$ cat src/sv/wct_pkg.sv
// Package of the collision tracker: sizes, codes and shared types.
package wct_pkg;

    localparam int NUM_MOLECULES = 4096;
    localparam int MOL_AW        = $clog2(NUM_MOLECULES);

    localparam logic [15:0] MCNT_MAX = 16'hFFFF;
    localparam logic [31:0] TCNT_MAX = 32'hFFFF_FFFF;

    typedef enum logic [1:0] {
        CFG_WALL_CUTOFF     = 2'd0,
        CFG_CHANNEL_HEIGHT  = 2'd1,
        CFG_TRACKED_SPECIES = 2'd2
    } t_cfg_idx;

    typedef enum logic [2:0] {
        ST_CLEAR,
        ST_IDLE,
        ST_READ,
        ST_EVAL,
        ST_EMIT_ENTRY,
        ST_EMIT_EXIT
    } t_state;

    typedef struct packed {
        logic [31:0]        frame;
        logic [19:0]        px;
        logic [19:0]        py;
        logic [19:0]        pz;
        logic signed [19:0] vx;
        logic signed [19:0] vy;
        logic signed [19:0] vz;
    } t_sample;

    localparam int SAMPLE_W = $bits(t_sample);

    typedef struct packed {
        logic        in_mid;
        logic        open;
        logic [15:0] count;
    } t_mol_status;

    localparam int STATUS_W = $bits(t_mol_status);

    typedef struct packed {
        logic [11:0] molecule;
        t_sample     smp;
        logic        is_exit;
        logic        wall_side;
        logic [15:0] mcount;
        logic [31:0] tcount;
    } t_record;

    typedef struct packed {
        logic clr_step;
        logic capture;
        logic eval;
        logic sel_exit;
    } t_ctrl_cmd;

    typedef struct packed {
        logic clr_done;
        logic emit;
    } t_dp_status;

endpackage

$ cat src/sv/wct_ctrl.sv
// Sequencer of the collision tracker: table clear, sample evaluation, record output.
module wct_ctrl
    import wct_pkg::*;
(
    input  logic       i_clk,
    input  logic       i_rst_n,
    input  logic       i_in_valid,
    output logic       o_in_ready,
    output logic       o_out_valid,
    input  logic       i_out_ready,
    output t_ctrl_cmd  o_cmd,
    input  t_dp_status i_sts
);
    t_state r_state;
    t_state n_state;

    always_ff @(posedge i_clk) begin
        if (!i_rst_n) begin
            r_state <= ST_CLEAR;
        end else begin
            r_state <= n_state;
        end
    end

    always_comb begin
        n_state = r_state;
        case (r_state)
            ST_CLEAR: begin
                if (i_sts.clr_done) n_state = ST_IDLE;
            end
            ST_IDLE: begin
                if (i_in_valid) n_state = ST_READ;
            end
            ST_READ: begin
                n_state = ST_EVAL;
            end
            ST_EVAL: begin
                n_state = i_sts.emit ? ST_EMIT_ENTRY : ST_IDLE;
            end
            ST_EMIT_ENTRY: begin
                if (i_out_ready) n_state = ST_EMIT_EXIT;
            end
            ST_EMIT_EXIT: begin
                if (i_out_ready) n_state = ST_IDLE;
            end
            default: begin
                n_state = ST_CLEAR;
            end
        endcase
    end

    always_comb begin
        o_in_ready  = 1'b0;
        o_out_valid = 1'b0;
        o_cmd       = '0;
        case (r_state)
            ST_CLEAR: begin
                o_cmd.clr_step = 1'b1;
            end
            ST_IDLE: begin
                o_in_ready    = 1'b1;
                o_cmd.capture = i_in_valid;
            end
            ST_EVAL: begin
                o_cmd.eval = 1'b1;
            end
            ST_EMIT_ENTRY: begin
                o_out_valid = 1'b1;
            end
            ST_EMIT_EXIT: begin
                o_out_valid    = 1'b1;
                o_cmd.sel_exit = 1'b1;
            end
            default: begin
                o_cmd = '0;
            end
        endcase
    end
endmodule

$ cat config.mk
export PLATFORM = sky130hd
export DESIGN_NAME = wct_ctrl
export DESIGN_NICKNAME = d
export VERILOG_FILES = /design/src/sv/wct_pkg.sv /design/src/sv/wct_ctrl.sv
export SDC_FILE = /design/constraint.sdc
export NUM_CORES = 1
export LEC_CHECK = 0
export ABC_AREA = 1
export BUFFER_PORTS_ARGS = -buffer_cell sky130_fd_sc_hd__buf_2
export CORE_AREA = 10 10 47 49
export CTS_CLUSTER_DIAMETER = 60
export DETAILED_ROUTE_END_ITERATION = 10
export DIE_AREA = 0 0 57 59
export MAX_ROUTING_LAYER = met4
export PLACE_DENSITY = 0.36
export SETUP_SLACK_MARGIN = 0.4
export SYNTH_ARGS = -nofsm -noshare
export SYNTH_HDL_FRONTEND = slang
export SYNTH_SLANG_ARGS = --single-unit
$ cat constraint.sdc
create_clock -name i_clk -period 1.2 [get_ports i_clk]
set_input_delay 0 -clock i_clk [delete_from_list [all_inputs] [get_ports i_clk]]
set_output_delay 0 -clock i_clk [all_outputs]
set_load 0.05 [all_outputs]
==> results_dict.tcl, run 1 <==
set metrics [dict create \
    portBuffers 11 \
    whs_ns 0.02026 \
    cap_violations 0 \
    power_uw 527.1 \
    synth_cell_type_count 18 \
    wirelength_um 686 \
    clock-sinks 3 \
    dp.cells 65 \
    clk_path_buf_depth 2 \
    postLayoutCellArea_um2 447.9 \
    via_count 275 \
    remaining_drc_errors 0 \
    ys_seq_elements 3 \
    grtUsageTotal_pct 4.758 \
    synth_warnings 0 \
    critPathKind "register to primary output" \
    slew_viol_final 0 \
    area_growth_pct 84.54 \
    core_um2 1401 \
    nets 61 \
    status "finished, final reports clean" \
    hold_path.class "input port to register" \
    die_height_um 59 \
    clkTransAtPathRegs_ns 0.04 \
    syn-cell-area_um2 242.7 \
    wl_per_cell_um 9.800 \
    finalNonFillerCells 70 \
    power_density_nw_per_um2 1177 \
    cts_made_buffers 3 \
    period_share_pct 87.05 \
    grt_pass1_wl_mm 1.221 \
    p_leak_nw 0.2021 \
    syn_inst 38 \
    hpwl_um 568.3 \
    first_pass_iters 3 \
    drive_above_1_share_pct 66.67 \
    fin_ws_ns 0.1554 \
    min-delay-start "i_rst_n" \
    antenna_found_initial 0 \
    worstMarginPinSlew_ns 0.1679 \
    startpoint "r_state[0]$_SDFFE_PN0P_" \
    hold_violations 0 \
    preCtsSetupSlack_ns 0.1871 \
    ys_seq_area_share_pct 24.74 \
    postCtsHoldBufs 0 \
    regMostFlops "r_state" \
    tritoncts "built" \
    syn-mean-instance-area_um2 6.388 \
    postRouteAntennaNets 0 \
    fmax_ghz 0.9573 \
    largest_reg_flops 3 \
    cp_data_arrival_time_ns 1.04 \
    die_x_um 57 \
    fin_crit_ns 1.045 \
    gp_congestion 0.7073 \
    htreeDepth 1 \
    diodes 0 \
    clk_latency_ns 0.23 \
    path_max_fanout 6 \
    fin_util_pct 31.96 \
    slew_headroom_pct 88.72 \
    vias_per_cell 3.929 \
    reg_top3 "r_state x3" \
    fin_skew_ns 0.003106 \
    crit_required_ns 1.20 \
    row_count 14 \
    final.setup.tns_ns 0 \
    num_io_pins 12 \
    dpl-instance-area_um2 349.1 \
    ir_drop_v 0.0003759 \
    synth_fp_nets 44 \
    clockRootBuffer "clkbuf_4" \
    rr_startpoint "r_state[1]$_SDFFE_PN0P_" \
    setup_viol 0 \
    end_kind "primary output" \
    die-area_um2 3363 \
    rsz0062_at_grt "yes" \
    grt_pass1_vias 319 \
    start_util_pct 17.32 \
    drt_iter0_markers 3 \
    start_kind "register" \
    grt_max_degree 8 \
    grt_overflow 0 \
]
## per-layer routing
| metal | part of all wire (%) | wire (um) | track usage [%] | vias up |
|---|---|---|---|---|
| met2 | 48 | 328 | 6.822 | 9 |
| met4 | 2.2 | 15 | 5.034 | 0 |
| li1 | - | - | - | 149 |
| met3 | 4.1 | 28 | 1.502 | 2 |
| met1 | 46 | 313 | 4.881 | 115 |
| met5 | 0 | 0 | - | - |
## power breakdown
part,internal (mW),switching (mW)
Clock,0.125,0.0531
Sequential,0.109,0.0207
Combinational,0.0839,0.136
Total,0.318,0.209
## kinds of logic (layout without fill, tap and decap cells)
| family | count (synthesis) | count (layout) | synth area share (%) |
|---|---|---|---|
| AO/OA/AOI/OAI | 7 | 7 | 18.04 |
| buffers and inverters | 11 | 27 | 17.01 |
| flip-flops | 3 | 3 | 24.74 |
| AND/OR/NAND/NOR | 17 | 17 | 40.20 |
## cell usage in the layout, fill, tap and decap left out, types with 2 or more instances in the layout
master and instances:
nand2_1 3, dfxtp_4 3, clkbuf_4 3, nand3_2 2, nand2_2 2, buf_2 5, nor2_2 4, inv_1 6
clkinvlp_4 2, buf_6 5, nor2_4 2, inv_4 2
## layout make-up
cell class                 instances  area [um2]
tap                               16       20.02
clock buffer                       4       26.28
inverter                          11       53.80
fill                             158       953.4
multi-input combinational         24       172.7
timing repair buffer              12       103.9
sequential                         3       71.32
## worst paths after layout
kind,endpoint,slack [ns],depth (start not counted)
setup reg to reg,r_state[2]$_SDFFE_PN0P_,0.24,6
setup / recovery,o_cmd[3],0.16,4
hold / removal,r_state[2]$_SDFFE_PN0P_,0.02,3
hold reg to reg,r_state[0]$_SDFFE_PN0P_,0.64,3
## critical path, cell delays in order, from the launching register on
cell and delay (ns):
dfxtp_4 0.37, nor2_4 0.13, inv_2 0.04, nor2_2 0.10
buf_6 0.16
## cells in the mapped netlist (all sizes together)
library cell | n | share of area [%]
o211ai | 1 | 3.1
a21oi | 2 | 5.7
nor3 | 1 | 2.1
a21boi | 1 | 3.1
nand3b | 1 | 3.1
o21ai | 3 | 6.2
nor2 | 7 | 15
inv | 11 | 17
dfxtp | 3 | 25
nand3 | 3 | 10
nand2 | 5 | 9.8
## timing repair
item | 4_1_cts | 5_1_grt
pin swaps | 0 | 2
setup buffers | 1 | 0
endpoints found under the hold margin | 0 | 0
gates resized for setup | 20 | 1
setup endpoints to repair | 9 | 9
(Power assumes the default switching activity.)
==> inputs of run 2 (changes only) <==
Settings changed: PLACE_DENSITY 0.36 to 0.37.
Clock period 1.2 ns to 0.93 ns, I/O delays scaled along.
==> run 2 against run 1 <==
Compared with the run above:
- total power increased by 34%
- the flow now finishes with violations (setup timing)
- setup slack worse by 0.26 ns
- global-route usage grew 0.13 points
- clock power increased by 24%
==> results_dict.tcl, run 2 (synthesized netlist as in run 1, its figures left out) <==
set metrics [dict create \
    path_max_fanout 4 \
    postRouteAntennaNets 0 \
    intPower_uw 422.4 \
    die_x_um 57 \
    fin_skew_ns 0.001645 \
    portBuffers 11 \
    via_count 292 \
    cap_violations 0 \
    p_seq_share_pct 24.5 \
    worstRegToRegCells 7 \
    p_sw_uw 283.1 \
    switching_share_pct 40.12 \
    grt_pass1_vias 309 \
    clkTransAtPathRegs_ns 0.03 \
    reg2reg_slack_ns -0.10 \
    drt_iter0_markers 2 \
    die-area_um2 3363 \
    regMostFlops "r_state" \
    largest_reg_flops 3 \
    failed_checks "setup timing" \
    tritoncts "built" \
    num_io_pins 12 \
    antenna_found_initial 0 \
    comb_power_share_pct 44.3 \
    dp.cells 70 \
    grtUsageTotal_pct 4.889 \
    worstReg2RegEnd "r_state[2]$_SDFFE_PN0P_" \
    core_um2 1401 \
    first_pass_iters 2 \
    slew_headroom_pct 86.94 \
    grt_pass1_wl_mm 1.248 \
    gp_congestion 0.6967 \
    grt_overflow 0 \
    end_kind "primary output" \
    diodes 0 \
    clockRootBuffer "clkbuf_4" \
    clock-sinks 3 \
    clkPwrFrac_pct 31.2 \
    wl_per_cell_um 10.37 \
    die_height_um 59 \
    crit_required_ns 0.93 \
    postCtsHoldBufs 0 \
    ir_drop_v 0.0007084 \
    min-delay-start "i_rst_n" \
    p_leak_nw 0.2205 \
    hold_path.class "input port to register" \
    holdPathStages 3 \
    grt_max_degree 7 \
    slew_viol_final 0 \
    drive_above_1_share_pct 72.88 \
    clk_latency_ns 0.23 \
    final.setup.tns_ns -0.8702 \
    hpwl_um 590.9 \
    finalNonFillerCells 75 \
    cp_data_arrival_time_ns 1.04 \
    area_growth_pct 114.9 \
    vias_per_cell 3.893 \
    final_cell_mix "5 x inv_1, 5 x buf_2, 5 x buf_6, 5 x buf_4, 4 x nor2_4" \
    power_uw 705.5 \
    fmax_ghz 0.9632 \
    start_util_pct 17.32 \
    fin_ws_ns -0.1082 \
    rsz0062_at_grt "yes" \
    rr_startpoint "r_state[2]$_SDFFE_PN0P_" \
    hold_violations 0 \
    preCtsSetupSlack_ns -0.09478 \
    cts_made_buffers 3 \
    row_count 14 \
    clk_path_buf_depth 2 \
    whs_ns 0.02731 \
    nets 66 \
    setup_viol 9 \
    power_density_nw_per_um2 1352 \
    fin_crit_ns 1.038 \
    critPathKind "register to primary output" \
    start_kind "register" \
    wirelength_um 778 \
    min_to "r_state[2]$_SDFFE_PN0P_" \
    status "complete, but fails checks" \
    reg_top3 "r_state x3" \
    remaining_drc_errors 0 \
    worstMarginPinSlew_ns 0.1951 \
    htreeDepth 1 \
    period_share_pct 111.6 \
]
==> run 2: cell types whose count changed in the layout (fill, tap and decap cells not counted), moves of 2 or more <==
cell     previous run  this run
buf_4               1         5
inv_4               2         0
inv_6               0         2
nor2_2              4         2
nor2_4              2         4
o21ai_1             1         3
==> run 2: power groups by stage <==
stage	clock, mW	combinational, mW	sequential, mW
3_5_place_dp	0	0.250	0.161
5_1_grt	0.253	0.337	0.177
6_report	0.220	0.312	0.173
3_3_place_gp	0	0.251	0.161
4_1_cts	0.236	0.299	0.168
2_1_floorplan	0	0.194	0.157
==> run 2: per-layer routing <==
metal  track usage [%]  wire length (um)  vias up
met3             3.863                81        2
li1                  -                 -      160
met2             6.047               340        8
met4             3.020                 5        0
met1             5.232               351      122
met5                 -                 0        -
==> run 2: cell type report <==
type                       instances  area [um2]
sequential                         3       71.32
fill                             169       879.6
multi-input combinational         24       192.7
inverter                          11       62.56
tap                               16       20.02
timing repair buffer              17       148.9
clock buffer                       4       26.28
==> run 2: through the flow <==
step / area, um2 / utilization (%)
floorplan: 277.8 / -
global placement: 390.4 / 27.86
detailed placement: 390.4 / 27.86
CTS: 496.7 / 35.45
global route: 521.8 / 37.23
finish: 521.8 / 37.23
==> run 2: how the worst max path moves through the flow <==
stage	startpoint	to	slack (ns)
after floorplan	r_state[2]$_SDFFE_PN0P_	r_state[1]$_SDFFE_PN0P_	-0.16
after global routing	r_state[1]$_SDFFE_PN0P_	o_in_ready	-0.17
after global placement	r_state[0]$_SDFFE_PN0P_	r_state[1]$_SDFFE_PN0P_	-0.12
after detailed placement	r_state[0]$_SDFFE_PN0P_	r_state[1]$_SDFFE_PN0P_	-0.09
final	r_state[2]$_SDFFE_PN0P_	o_cmd[1]	-0.11
after CTS	r_state[2]$_SDFFE_PN0P_	o_cmd[1]	-0.13
==> run 2: worst max-delay path, stage by stage, from the launching register on <==
cell        delay (ns)
dfxtp_4           0.36
inv_6             0.08
nand3_4           0.06
buf_6             0.12
clkinvlp_4        0.06
buf_8             0.13
==> run 2: repair_timing <==
action / 4_1_cts / 5_1_grt
pin swaps: 1 / 2
setup endpoints to repair: 9 / 9
resized for setup: 23 / 7
buffers inserted: 1 / 0
==> inputs of run 3 (changes only) <==
Settings changed: CTS_BUF_LIST from default to sky130_fd_sc_hd__clkbuf_8.
==> run 3 against run 2 <==
Compared with the run above:
- the run still ends with setup timing left
- via count up 2.7%
- cell area up 3.8%
- die area unchanged
- critical path type unchanged
- highest routed layer unchanged
==> results_dict.tcl, run 3 (synthesized netlist as in run 1, its figures left out) <==
set metrics [dict create \
    comb_power_share_pct 36.8 \
    start_kind "register" \
    fin_crit_ns 1.030 \
    cpLargestDelayFamily "flip-flops" \
    diodes 0 \
    htreeDepth 1 \
    layout_commonest_cell "inv_1" \
    remaining_drc_errors 0 \
    final_cell_mix "7 x inv_1, 5 x buf_2, 5 x buf_4" \
    hpwl_um 590.9 \
    vias_per_cell 4.000 \
    ir_drop_v 0.001005 \
    power_uw 834.1 \
    postCtsHoldBufs 0 \
    critPathKind "register to primary output" \
    clk_latency_ns 0.21 \
    multi_input_area_um2 188.9 \
    area_growth_pct 123.2 \
    final.setup.tns_ns -0.6562 \
    grt_pass1_wl_mm 1.262 \
    first_pass_iters 2 \
    intPower_uw 540.6 \
    num_io_pins 12 \
    hold_path.class "input port to register" \
    fmax_ghz 0.9712 \
    largest_reg_flops 3 \
    crit_required_ns 0.93 \
    via_count 300 \
    postRouteAntennaNets 0 \
    crit_chain "nand3_2 > buf_6 > clkinvlp_4 > buf_8" \
    grt_max_degree 7 \
    die-area_um2 3363 \
    grtUsageTotal_pct 4.978 \
    slowest_delay_ns 0.39 \
    wl_per_cell_um 9.867 \
    row_count 14 \
    nets 66 \
    fin_skew_ns 0.003209 \
    end_kind "primary output" \
    switching_share_pct 35.19 \
    gp_congestion 0.6967 \
    clkTransAtPathRegs_ns 0.03 \
    clk_path_buf_depth 2 \
    p_leak_nw 0.2375 \
    clkPwrFrac_pct 42.9 \
    setup_viol 9 \
    drt_iter0_markers 2 \
    worst-path-buf-inv 3 \
    status "complete, but fails checks" \
    regArea_um2 71.32 \
    reg_top3 "r_state x3" \
    cts_made_buffers 3 \
    fillers 160 \
    drive_above_1_share_pct 71.19 \
    rsz0062_at_grt "yes" \
    antenna_found_initial 0 \
    p_seq_share_pct 20.4 \
    period_share_pct 110.7 \
    core_um2 1401 \
    tritoncts "built" \
    cap_violations 0 \
    portBuffers 11 \
    die_height_um 59 \
    die_x_um 57 \
    wirelength_um 740 \
    worstMarginPinSlew_ns 0.1796 \
    slew_headroom_pct 87.93 \
    start_util_pct 17.32 \
    path_max_fanout 6 \
    power_density_nw_per_um2 1540 \
    p_sw_uw 293.5 \
    clock-sinks 3 \
    grt_pass1_vias 313 \
    clockRootBuffer "clkbuf_8" \
    slew_viol_final 0 \
    cp_data_arrival_time_ns 1.03 \
    failed_checks "setup timing" \
    grt_overflow 0 \
    regMostFlops "r_state" \
    hold_violations 0 \
    fin_ws_ns -0.09963 \
    slowest_stage "dfxtp_4" \
]
[run 3: cell count changes in the layout (fill, tap and decap cells not counted), moves of 2 or more]
cell and change:
buf_6 -2, buf_8 +2, clkbuf_4 -3, inv_1 +2, clkbuf_8 +3
[run 3: layout make-up]
cell class / instances / share of cell area, %
clock buffers: 3 / 7.621
clock inverters: 1 / 0.6928
inverters: 11 / 11.09
multi-input cells: 24 / 34.87
flip-flops and latches: 3 / 13.16
well taps: 16 / 3.695
repair buffers: 17 / 28.87
[run 3: metrics by stage]
stage / util (%) / instance area, um2 / hold slack (ns) / setup slack [ns] / cells
2_1_floorplan: - / 277.8 / 0.1306 / -0.1617 / 38
3_3_place_gp: 27.86 / 390.4 / 0.2594 / -0.1209 / 70
3_5_place_dp: 27.86 / 390.4 / 0.2590 / -0.09478 / 70
4_1_cts: 37.14 / 520.5 / 0.03962 / -0.1135 / 75
5_1_grt: 38.66 / 541.8 / 0.04186 / -0.1475 / 75
6_report: 38.66 / 541.8 / 0.04536 / -0.09963 / 75
[run 3: timing repair]
action | in CTS | in global routing
pin swaps | 2 | 1
buffers inserted | 1 | 0
setup endpoints to repair | 9 | 9
resized for setup | 23 | 6
[run 3: worst reg2reg max path: stages (launching register included)]
cell and delay, ns:
dfxtp_4 0.36, inv_4 0.05, buf_4 0.13, nand3_2 0.08, nand2_2 0.06, nor2_4 0.11, nand2_2 0.06, a21oi_2 0.10
[run 3: routing by layer]
layer / routed length, um / GRT usage (%) / vias to the layer above
met5: 0 / - / -
met4: 14 / 3.020 / 0
met3: 92 / 3.863 / 4
met2: 301 / 6.357 / 10
met1: 331 / 5.232 / 124
li1: - / - / 162
[run 3: final timing paths]
check | start | cells after the start | endpoint | slack, ns
worst max-delay path | r_state[0]$_SDFFE_PN0P_ | 4 | o_cmd[1] | -0.1
worst min-delay path | i_rst_n | 3 | r_state[2]$_SDFFE_PN0P_ | 0.05
worst max register to register | r_state[2]$_SDFFE_PN0P_ | 7 | r_state[2]$_SDFFE_PN0P_ | -0.08
worst min register to register | r_state[2]$_SDFFE_PN0P_ | 3 | r_state[2]$_SDFFE_PN0P_ | 0.67
[run 3: power groups by stage]
stage                     Clock (mW)  Combinational, mW  Sequential, mW
after CTS                      0.370              0.296           0.165
final                          0.358              0.307           0.170
after detailed placement           0              0.250           0.161
after global placement             0              0.251           0.161
after global routing           0.382              0.331           0.174
after floorplan                    0              0.194           0.157
